===== src/rtl/lfps_pkg.sv =====
package lfps_pkg;

    localparam int E_W     = 13;  // line position / error
    localparam int GAIN_W  = 16;  // signed Q8.8 gains
    localparam int BASE_W  = 8;   // unsigned base drive
    localparam int SUM_W   = 14;  // integral
    localparam int SLOPE_W = 14;  // derivative
    localparam int DRIVE_W = 9;   // signed wheel drive
    localparam int RAW_W   = 32;  // sum of the three Q8.8 products

    localparam int SUM_LIMIT = 5000;

    localparam int CFG_ADDR_W = 3;
    localparam int CFG_DATA_W = 16;

    localparam int S_TDATA_W = 16;
    localparam int M_TDATA_W = 24;

    localparam logic [CFG_ADDR_W-1:0] REG_SENSOR = 3'd0;
    localparam logic [CFG_ADDR_W-1:0] REG_GAIN_P = 3'd1;
    localparam logic [CFG_ADDR_W-1:0] REG_GAIN_I = 3'd2;
    localparam logic [CFG_ADDR_W-1:0] REG_GAIN_D = 3'd3;
    localparam logic [CFG_ADDR_W-1:0] REG_BASE   = 3'd4;

    typedef struct packed {
        logic                     sensor_attached;
        logic signed [GAIN_W-1:0] gain_p;
        logic signed [GAIN_W-1:0] gain_i;
        logic signed [GAIN_W-1:0] gain_d;
        logic [BASE_W-1:0]        base_drive;
    } cfg_t;

    typedef struct packed {
        logic signed [DRIVE_W-1:0] left_drive;
        logic signed [DRIVE_W-1:0] right_drive;
    } drive_t;

endpackage


===== src/rtl/lfps_core.sv =====
module lfps_core #(
    parameter int MAX_CORR  = 255,
    parameter int MAX_DRIVE = 255
) (
    input  logic                              aclk,
    input  logic                              aresetn,
    input  logic                              step,
    input  logic signed [lfps_pkg::E_W-1:0]   error_in,
    input  lfps_pkg::cfg_t                    cfg,
    output lfps_pkg::drive_t                  drive
);
    import lfps_pkg::*;

    localparam int LIM     = MAX_CORR * 256;
    localparam int CORR_W  = $clog2(LIM + 1) + 1;
    localparam int BQ_W    = BASE_W + 8 + 1;
    localparam int DSUM_W  = ((CORR_W > BQ_W) ? CORR_W : BQ_W) + 1;
    localparam int WHOLE_W = DSUM_W - 8;

    localparam logic signed [RAW_W-1:0]   LIM_POS = RAW_W'(LIM);
    localparam logic signed [RAW_W-1:0]   LIM_NEG = -LIM_POS;
    localparam logic signed [SUM_W:0]     SUM_HI  = (SUM_W + 1)'(SUM_LIMIT);
    localparam logic signed [SUM_W:0]     SUM_LO  = -SUM_HI;
    localparam logic signed [WHOLE_W-1:0] DRV_HI  = WHOLE_W'(MAX_DRIVE);
    localparam logic signed [WHOLE_W-1:0] DRV_LO  = -DRV_HI;

    logic signed [SUM_W-1:0]   error_sum_reg,   error_sum_next;
    logic signed [E_W-1:0]     last_error_reg;
    logic signed [SLOPE_W-1:0] error_slope_reg, error_slope_next;

    logic signed [GAIN_W+E_W-1:0]     prod_p;
    logic signed [GAIN_W+SUM_W-1:0]   prod_i;
    logic signed [GAIN_W+SLOPE_W-1:0] prod_d;
    logic signed [RAW_W-1:0]          raw;
    logic                             in_window;
    logic signed [SUM_W:0]            sum_ext;
    logic signed [CORR_W-1:0]         corr;
    logic signed [BQ_W-1:0]           base_q;
    logic signed [DSUM_W-1:0]         left_q,  right_q;
    logic signed [DSUM_W-1:0]         left_a,  right_a;
    logic signed [WHOLE_W-1:0]        left_w,  right_w;

    function automatic logic signed [DRIVE_W-1:0] sat_drive(
        input logic signed [WHOLE_W-1:0] w
    );
        logic signed [WHOLE_W-1:0] s;
        begin
            if (w > DRV_HI) begin
                s = DRV_HI;
            end else if (w < DRV_LO) begin
                s = DRV_LO;
            end else begin
                s = w;
            end
            return s[DRIVE_W-1:0];
        end
    endfunction

    always_comb begin
        prod_p = cfg.gain_p * error_in;
        prod_i = cfg.gain_i * error_sum_reg;
        prod_d = cfg.gain_d * error_slope_reg;
        raw    = RAW_W'(prod_p) + RAW_W'(prod_i) + RAW_W'(prod_d);

        in_window = (raw < LIM_POS) && (raw > LIM_NEG);

        // The integral only moves while the correction is inside its limit.
        sum_ext = (SUM_W + 1)'(error_sum_reg) + (SUM_W + 1)'(error_in);
        if (!in_window) begin
            error_sum_next = error_sum_reg;
        end else if (sum_ext > SUM_HI) begin
            error_sum_next = SUM_HI[SUM_W-1:0];
        end else if (sum_ext < SUM_LO) begin
            error_sum_next = SUM_LO[SUM_W-1:0];
        end else begin
            error_sum_next = sum_ext[SUM_W-1:0];
        end

        error_slope_next = SLOPE_W'(error_in) - SLOPE_W'(last_error_reg);

        if (raw > LIM_POS) begin
            corr = LIM_POS[CORR_W-1:0];
        end else if (raw < LIM_NEG) begin
            corr = LIM_NEG[CORR_W-1:0];
        end else begin
            corr = raw[CORR_W-1:0];
        end

        base_q  = $signed({1'b0, cfg.base_drive, 8'h00});
        left_q  = DSUM_W'(base_q) + DSUM_W'(corr);
        right_q = DSUM_W'(base_q) - DSUM_W'(corr);

        // Bias negative values so the arithmetic shift truncates toward zero.
        left_a  = left_q  + (left_q[DSUM_W-1]  ? DSUM_W'(255) : DSUM_W'(0));
        right_a = right_q + (right_q[DSUM_W-1] ? DSUM_W'(255) : DSUM_W'(0));
        left_w  = left_a[DSUM_W-1:8];
        right_w = right_a[DSUM_W-1:8];

        if (cfg.sensor_attached) begin
            drive.left_drive  = sat_drive(left_w);
            drive.right_drive = sat_drive(right_w);
        end else begin
            drive.left_drive  = '0;
            drive.right_drive = '0;
        end
    end

    always_ff @(posedge aclk) begin
        if (!aresetn) begin
            error_sum_reg   <= '0;
            last_error_reg  <= '0;
            error_slope_reg <= '0;
        end else if (step && cfg.sensor_attached) begin
            error_sum_reg   <= error_sum_next;
            last_error_reg  <= error_in;
            error_slope_reg <= error_slope_next;
        end
    end

endmodule


===== src/rtl/line_follow_pid_steering.sv =====
// Line-following PID steering with conditional anti-windup.
// Each input transaction is registered on acceptance, and its result is then registered in the
// output stage, where it is held until it is taken.
// Throughput: one transaction per cycle while m_tready does not hold the output; the
// integral/derivative loop closes through three parallel multipliers, an adder and the clamps.
// Reset (aresetn, synchronous, active low) clears the configuration registers, the PID state and
// both channel valids.
module line_follow_pid_steering #(
    parameter int MAX_CORR  = 255,
    parameter int MAX_DRIVE = 255
) (
    input  logic                                aclk,
    input  logic                                aresetn,

    input  logic                                s_tvalid,
    output logic                                s_tready,
    input  logic [lfps_pkg::S_TDATA_W-1:0]      s_tdata,   // [12:0] line_position

    output logic                                m_tvalid,
    input  logic                                m_tready,
    output logic [lfps_pkg::M_TDATA_W-1:0]      m_tdata,   // [8:0] left_drive, [17:9] right_drive

    input  logic                                cfg_wr_en,
    input  logic [lfps_pkg::CFG_ADDR_W-1:0]     cfg_addr,
    input  logic [lfps_pkg::CFG_DATA_W-1:0]     cfg_wdata
);
    import lfps_pkg::*;

    cfg_t                  cfg_reg;
    logic                  in_valid_reg;
    logic signed [E_W-1:0] in_error_reg;
    logic                  out_valid_reg;
    drive_t                out_drive_reg;
    drive_t                drive;
    logic                  out_free;
    logic                  advance;

    assign out_free = !out_valid_reg || m_tready;
    assign advance  = in_valid_reg && out_free;
    assign s_tready = !in_valid_reg || out_free;

    always_ff @(posedge aclk) begin
        if (!aresetn) begin
            cfg_reg <= '0;
        end else if (cfg_wr_en) begin
            case (cfg_addr)
                REG_SENSOR: cfg_reg.sensor_attached <= cfg_wdata[0];
                REG_GAIN_P: cfg_reg.gain_p          <= cfg_wdata[GAIN_W-1:0];
                REG_GAIN_I: cfg_reg.gain_i          <= cfg_wdata[GAIN_W-1:0];
                REG_GAIN_D: cfg_reg.gain_d          <= cfg_wdata[GAIN_W-1:0];
                REG_BASE:   cfg_reg.base_drive      <= cfg_wdata[BASE_W-1:0];
                default: ;
            endcase
        end
    end

    always_ff @(posedge aclk) begin
        if (!aresetn) begin
            in_valid_reg <= 1'b0;
        end else if (s_tready) begin
            in_valid_reg <= s_tvalid;
        end
    end

    always_ff @(posedge aclk) begin
        if (s_tvalid && s_tready) begin
            in_error_reg <= s_tdata[E_W-1:0];
        end
    end

    lfps_core #(
        .MAX_CORR  (MAX_CORR),
        .MAX_DRIVE (MAX_DRIVE)
    ) u_core (
        .aclk     (aclk),
        .aresetn  (aresetn),
        .step     (advance),
        .error_in (in_error_reg),
        .cfg      (cfg_reg),
        .drive    (drive)
    );

    always_ff @(posedge aclk) begin
        if (!aresetn) begin
            out_valid_reg <= 1'b0;
        end else if (out_free) begin
            out_valid_reg <= in_valid_reg;
        end
    end

    always_ff @(posedge aclk) begin
        if (advance) begin
            out_drive_reg <= drive;
        end
    end

    assign m_tvalid = out_valid_reg;
    assign m_tdata  = {(M_TDATA_W - 2 * DRIVE_W)'(0),
                       out_drive_reg.right_drive, out_drive_reg.left_drive};

endmodule


===== config.mk =====
export PLATFORM = sky130hd
export DESIGN_NAME = line_follow_pid_steering
export DESIGN_NICKNAME = d
export VERILOG_FILES = /design/src/rtl/lfps_pkg.sv /design/src/rtl/lfps_core.sv /design/src/rtl/line_follow_pid_steering.sv
export SDC_FILE = /design/constraint.sdc
export NUM_CORES = 2
export LEC_CHECK = 0
export ABC_AREA = 0
export BUFFER_PORTS_ARGS = -buffer_cell sky130_fd_sc_hd__buf_4
export CORE_MARGIN = 8
export CORE_UTILIZATION = 40
export CTS_BUF_LIST = sky130_fd_sc_hd__clkbuf_16
export DETAILED_ROUTE_END_ITERATION = 6
export HOLD_SLACK_MARGIN = 0.02
export MAX_ROUTING_LAYER = met4
export PLACE_DENSITY = 0.6
export RECOVER_POWER = 25
export SLEW_MARGIN = 20
export SYNTH_ARGS = -nofsm -noshare
export SYNTH_HDL_FRONTEND = slang
export SYNTH_SLANG_ARGS = --single-unit

===== constraint.sdc =====
create_clock -name aclk -period 12.4 [get_ports aclk]
set_input_delay 2.48 -clock aclk [delete_from_list [all_inputs] [get_ports aclk]]
set_output_delay 2.48 -clock aclk [all_outputs]
set_load 0.05 [all_outputs]

-- Word level (Yosys, flattened, before mapping)
Cells that the tools add are included.
- $add $sub $neg: 8
- multipliers: 3
- magnitude comparators: 10
- eq/ne operators: 4
- muxes and demuxes: 10
- bitwise operators: 1
- reductions and logical operators: 17
- operators with widths (kind ; count):
    32-bit by 17-bit greater-than comparator with 1-bit output (second input constant) ; 2
    32-bit by 17-bit < comparator with 1-bit output (second input constant) ; 2
    16-bit by 14-bit multiplier with 30-bit output ; 2
    18-bit by 9-bit adder with 18-bit output ; 2
    17-bit two-way mux ; 2
    31-bit by 30-bit adder with 32-bit output ; 1
    8-bit two-way mux ; 4
    29-bit by 30-bit adder with 31-bit output ; 1
    16-bit by 13-bit multiplier with 29-bit output ; 1
    14-bit two-way mux ; 2
    10-bit by 9-bit greater-than comparator with 1-bit output (second input constant) ; 2
    10-bit by 9-bit < comparator with 1-bit output (second input constant) ; 2
    17-bit by 17-bit adder with 18-bit output ; 1
    9-bit two-way mux ; 2
    17-bit by 17-bit subtractor with 18-bit output ; 1
    14-bit by 13-bit adder with 15-bit output ; 1
    15-bit by 14-bit greater-than comparator with 1-bit output (second input constant) ; 1
    15-bit by 14-bit < comparator with 1-bit output (second input constant) ; 1
    13-bit by 13-bit subtractor with 14-bit output ; 1
    2-bit AND reduction ; 6
    3-bit by 2-bit equality test with 1-bit output (second input constant) ; 2
    1-bit logical AND ; 4
    2-bit OR reduction ; 2
    3-bit by 1-bit equality test with 1-bit output (second input constant) ; 1
    5 further kinds ; 7
- register bits after elaboration: 131
- input port bits: 40
- output and inout port bits: 26
- logic and storage cells: 68

-- Longest topological paths before layout
- depth after elaboration: 12
- mapped depth: 51
- gate-level depth less buffers: 48

-- Modules after synthesis
From an unflattened synthesis, not the netlist that was laid out.
- cells, all modules: 3648
- area total of the unflattened synthesis: 34385.5 µm²
- by module, submodules not included (module ; times used ; cells an instance ; area each (µm²) ; sequential area each (µm²)):
    lfps_core ; 1 ; 3394 ; 31172.4 ; 820.8
    line_follow_pid_steering ; 1 ; 254 ; 3213.1 ; 2112.0

-- Worst setup path before layout
OpenSTA, ideal clock, no wires.
- path kind: reg2reg
- start point: register in_error_reg[8]
- end point: register out_drive_reg (netlist bit m_tdata[5]), data pin
- setup time: 0.257 ns
- data arrival time: 11.726 ns
- required time: 12.143 ns
- path slack: 0.417 ns
- stages on the path, launching flop included: 47
- buffers on the path: 3
- clock period less this slack: 11.983 ns
- path through: edfxtp_1 clkbuf_1 and2_1 fa_1 inv_1 fa_1 inv_1 fa_1 inv_1 fa_1 inv_1 fa_1 fa_1 fa_1 fa_1 fa_1 ha_1 and2_1 [... 11 more ...] a21oi_1 o21bai_1 a21oi_1 o21bai_1 a21oi_1 o21bai_1 nor2_1 clkbuf_1 ha_1 o21a_1 o21ai_0 a21boi_0 o21ai_0 o21bai_2 nor2b_1 xnor2_1 o21ai_0 a32o_1
- word-level cells in the longest chain between the ends: 12
- elaborated cells on any way between the ends: 14
- those cells by class: 4 x add/sub; 1 x mul; 4 x order compare; 5 x mux
- RTL lines (item ; RTL line ; text):
    start, declared ; line_follow_pid_steering.sv:31 ; logic signed [E_W-1:0] in_error_reg;
    start signal, assigned ; line_follow_pid_steering.sv:67 ; in_error_reg <= s_tdata[E_W-1:0];
    16-bit by 13-bit multiplier with 29-bit output * ; lfps_core.sv:60 ; prod_p = cfg.gain_p * error_in;
    29-bit by 30-bit adder with 31-bit output * ; lfps_core.sv:63 ; raw = RAW_W'(prod_p) + RAW_W'(prod_i) + RAW_W'(prod_d);
    31-bit by 30-bit adder with 32-bit output * ; lfps_core.sv:63 ;
    32-bit by 17-bit < comparator with 1-bit output ; lfps_core.sv:83 ; end else if (raw < LIM_NEG) begin
    17-bit two-way mux ; lfps_core.sv:83 ;
    17-bit two-way mux * ; lfps_core.sv:81 ; if (raw > LIM_POS) begin
    17-bit by 17-bit adder with 18-bit output * ; lfps_core.sv:90 ; left_q = DSUM_W'(base_q) + DSUM_W'(corr);
    8-bit two-way mux ; lfps_core.sv:94 ; left_a = left_q + (left_q[DSUM_W-1] ? DSUM_W'(255) : DSUM_W'(0));
    18-bit by 9-bit adder with 18-bit output * ; lfps_core.sv:94 ;
    10-bit by 9-bit < comparator with 1-bit output ; lfps_core.sv:50 ; end else if (w < DRV_LO) begin
    9-bit two-way mux ; lfps_core.sv:50 ;
    8-bit two-way mux * ; lfps_core.sv:48 ; if (w > DRV_HI) begin
    end signal, assigned ; line_follow_pid_steering.sv:93 ; out_drive_reg <= drive;
    end, declared ; line_follow_pid_steering.sv:33 ; drive_t out_drive_reg;
Every way passes the cells marked *; elsewhere a longest branch is shown, timed or not.
A chain may end at the register's enable or synchronous reset.

-- Worst setup path after layout
- start point: register in_error_reg[8]
- end point: register out_drive_reg (netlist bit m_tdata[10]), data pin
- word-level cells in the longest chain between the ends: 12
- elaborated cells on any way between the ends: 14
- those cells by class: 4 x add/sub; 1 x mul; 4 x order compare; 5 x mux
- RTL lines (item ; RTL line ; text):
    16-bit by 13-bit multiplier with 29-bit output * ; lfps_core.sv:60 ;
    29-bit by 30-bit adder with 31-bit output * ; lfps_core.sv:63 ;
    31-bit by 30-bit adder with 32-bit output * ; lfps_core.sv:63 ;
    32-bit by 17-bit < comparator with 1-bit output ; lfps_core.sv:83 ;
    17-bit two-way mux ; lfps_core.sv:83 ;
    17-bit two-way mux * ; lfps_core.sv:81 ;
    17-bit by 17-bit subtractor with 18-bit output * ; lfps_core.sv:91 ; right_q = DSUM_W'(base_q) - DSUM_W'(corr);
    8-bit two-way mux ; lfps_core.sv:95 ; right_a = right_q + (right_q[DSUM_W-1] ? DSUM_W'(255) : DSUM_W'(0));
    18-bit by 9-bit adder with 18-bit output * ; lfps_core.sv:95 ;
    10-bit by 9-bit < comparator with 1-bit output ; lfps_core.sv:50 ;
    9-bit two-way mux ; lfps_core.sv:50 ;
    8-bit two-way mux * ; lfps_core.sv:48 ;
Marked as above.

==> run_results.csv <==
group,metric,value,unit
global_route,antenna_found_initial,0,
worst_setup_path,cp_slowest_cell,"fa_2",
synthesis,yosys_register_bits,131,
status,violations,"max-capacitance violations, max-slew violations",
power,p_total,2160,uW
synthesis,yosysSeqAreaShare,8.46,%
sta,finalHoldViolCount,0,
route,vias_per_cell,5.01,
final_layout,largest_register_ffs,57,
floorplanning,rows,108,
synthesis,synth_most_common_cell,"inv_1",
sta,finalSetupViolCount,0,
floorplanning,coreArea,86300,um2
synthesis,synth_ff_type,"dfxtp_1",
sta,finClkSkew,0.0158,ns
synthesis,yosysTopAreaCell,"fa_1",
sta,fin_crit_sh,96.3,%
clock_network,htreeDepth,4,
worst_setup_path,cpLargestDelayFamily,"adder cells",
worst_setup_path,reg2reg_depth,43,
floorplanning,start_util,40.1,%
synthesis,synthCells,3719,
worst_setup_path,worstReg2RegEnd,"m_tdata[10]",
worst_setup_path,ff2ff_setup_slack,0.46,ns
synthesis,synthTopCellsByCount,"inv_1, fa_1, nand2_1",
power,power.leakage,0.0190,uW
worst_setup_path,startpoint,"in_error_reg[8]",
worst_setup_path,reg2reg_from,"in_error_reg[8]",
sta,fin_setup_tns,0,ns
synthesis,syn_avg_cell_area,9.32,um2
worst_setup_path,arrival,12.15,ns
synthesis,synthSimpleGateAreaFrac,16.9,%
final_layout,drive_above_1_share,10.6,%
placed_design,portBuffers,56,
clock_network,clockRootBuffer,"clkbuf_16",
clock_network,ctsHoldBuffers,0,
route,vias,25300,
clock_network,cts_tree,"built",
sta,slew_violations,69,
synthesis,synth_async_sr_flop_share,0,%
global_route,overflow,0,
final_layout,diodes,0,
clock_network,clkTransAtPathRegs,0.07,ns
worst_setup_path,crit_path_max_fanout,7,
synthesis,synth_top_family_by_area,"adder cells",
synthesis,synth_cell_types,101,
clock_network,cts_sinks,131,
final_layout,fin_nets,4931,
worst_setup_path,crit_end,"m_tdata[10]",
global_route,gr-usage-all-layers,21.1,%
floorplanning,die_x,310,um
power,power_per_cell_area,56.2,nW/um2
route,wl,94500,um
worst_hold_path,hold_path_class,"flop to flop",
placed_design,dp_hpwl,82700,um
global_route,grt_pass1_vias,26400,
worst_setup_path,cpPeakStageDelay,0.63,ns
power,ir_drop,76.2,uV
sta,holdWs,0.468,ns
sta,worstMarginPinSlew,3.22,ns
status,status,"complete, but fails checks",
sta,relSlewSlack,-115,%
placed_design,routabilityCongestion,0.916,
floorplanning,fp.dieArea,96300,um2
run,cap_viol_max_count,1,
floorplanning,die_y,310,um
synthesis,yosysWarnings,0,
route,wl_per_cell,18.7,um
route,first_pass_iters,6,
worst_setup_path,critPathRequiredTime,12.61,ns
clock_network,clk_path_buf_depth,2,
synthesis,yosys.area_share.xor_xnor,2.01,%
clock_network,insertion_delay,0.49,ns
route,drc,0,
global_route,grt_pass1_wl,152000,um
synthesis,synth_edf_count,31,
synthesis,synthMuxAreaShare,0.404,%
worst_setup_path,endpoint_kind,"flop",
worst_setup_path,path_buf_inv,6,
synthesis,synthAdderAreaFrac,53.7,%
worst_setup_path,path_depth,43,
global_route,grt_max_degree,69,
final_layout,area_growth,11.0,%
synthesis,synth.cell_area,34700,um2
synthesis,synth.area.top_cells,"fa_1, inv_1, ha_1",
synthesis,synth-compound-area-share,8.03,%
worst_setup_path,startpoint_type,"flop",
synthesis,yosysTopAreaCellShare,45.3,%
sta,min_period,11.94,ns
route,antenna_left,0,
worst_setup_path,worst-setup-path-type,"flop to flop",
worst_hold_path,hold_depth,2,
route,drtIter0Drc,1402,
clock_network,cts_inserted_buffers,17,
worst_setup_path,path_common_cell,"fa_1",
floorplanning,io_pins,66,
sta,fmax,0.0838,GHz
==> through the flow <==
stage | worst slack (ns) | std cells | util [%] | area (um2)
global route | -0.0508 | 5043 | 44.6 | 38500
floorplan | 0.417 | 3724 | - | 34700
global placement | 0.257 | 4989 | 43.5 | 37600
finish | 0.463 | 5043 | 44.6 | 38500
CTS | 0.0537 | 5021 | 44.1 | 38100
detailed placement | 0.0958 | 4989 | 43.5 | 37600
==> timing repair <==
item                       4_1_cts  5_1_grt
setup buffers                    0       21
gates resized for setup          0       73
setup endpoints to repair        0       18
==> final cells by class <==
cell class / count / area, um2
fill: 8371 / 47900
multi-input combinational: 2634 / 28300
inverter: 811 / 3050
sequential: 131 / 2970
timing repair buffer: 279 / 2170
tap: 1155 / 1450
clock buffer: 17 / 425
clock inverter: 15 / 120
timing repair inverter: 1 / 7.51
==> cell families (layout without fill, tap and decap cells) <==
kind of cell,count (synthesis),in the layout
fa+ha+maj,1016,1016
flops,131,131
xor+xnor,78,78
other cells,1,6
buf+inv,959,1123
simple gates,1128,1128
compound gates,392,392
mux,14,14
==> worst min path at each step <==
stage	startpoint	endpoint	slack, ns
final	u_core.last_error_reg[12]	u_core.last_error_reg[12]	0.47
after global routing	u_core.last_error_reg[3]	u_core.last_error_reg[3]	0.50
after CTS	u_core.last_error_reg[5]	u_core.last_error_reg[5]	0.47
after detailed placement	u_core.last_error_reg[5]	u_core.last_error_reg[5]	0.46
after global placement	u_core.last_error_reg[9]	u_core.last_error_reg[9]	0.45
after floorplan	u_core.last_error_reg[10]	u_core.last_error_reg[10]	0.44
==> per-layer routing <==
layer / vias to the layer above / track usage [%] / part of all wire, %
met5: - / - / 0
met4: 0 / 6.71 / 3.7
met3: 115 / 1.66 / 3.7
met2: 575 / 36.1 / 51
met1: 13000 / 26.6 / 42
li1: 11600 / - / -
==> cells in the final DEF (no fill, tap or decap), drive strengths merged, types with 45 or more instances in the layout <==
cell	count
inv	821
fa	785
nand2	434
and2	399
buf	263
ha	231
dfxtp	100
nor2	83
o21ai	82
a21boi	78
a21oi	70
xnor2	60
nand2b	45
==> worst min-delay path: cells and delay by family (launching register included) <==
| family | cells | cell delay (ns) |
|---|---|---|
| DFF | 1 | 0.31 |
| and+or+nand+nor | 1 | 0.05 |
| AOI/OAI and AO/OA | 1 | 0.06 |
==> power by group <==
group / leakage [uW] / internal, uW / switching [uW]
Clock: 0.000274 / 261 / 254
Combinational: 0.0176 / 480 / 704
Sequential: 0.00112 / 447 / 17.4
(Power assumes the default switching activity.)
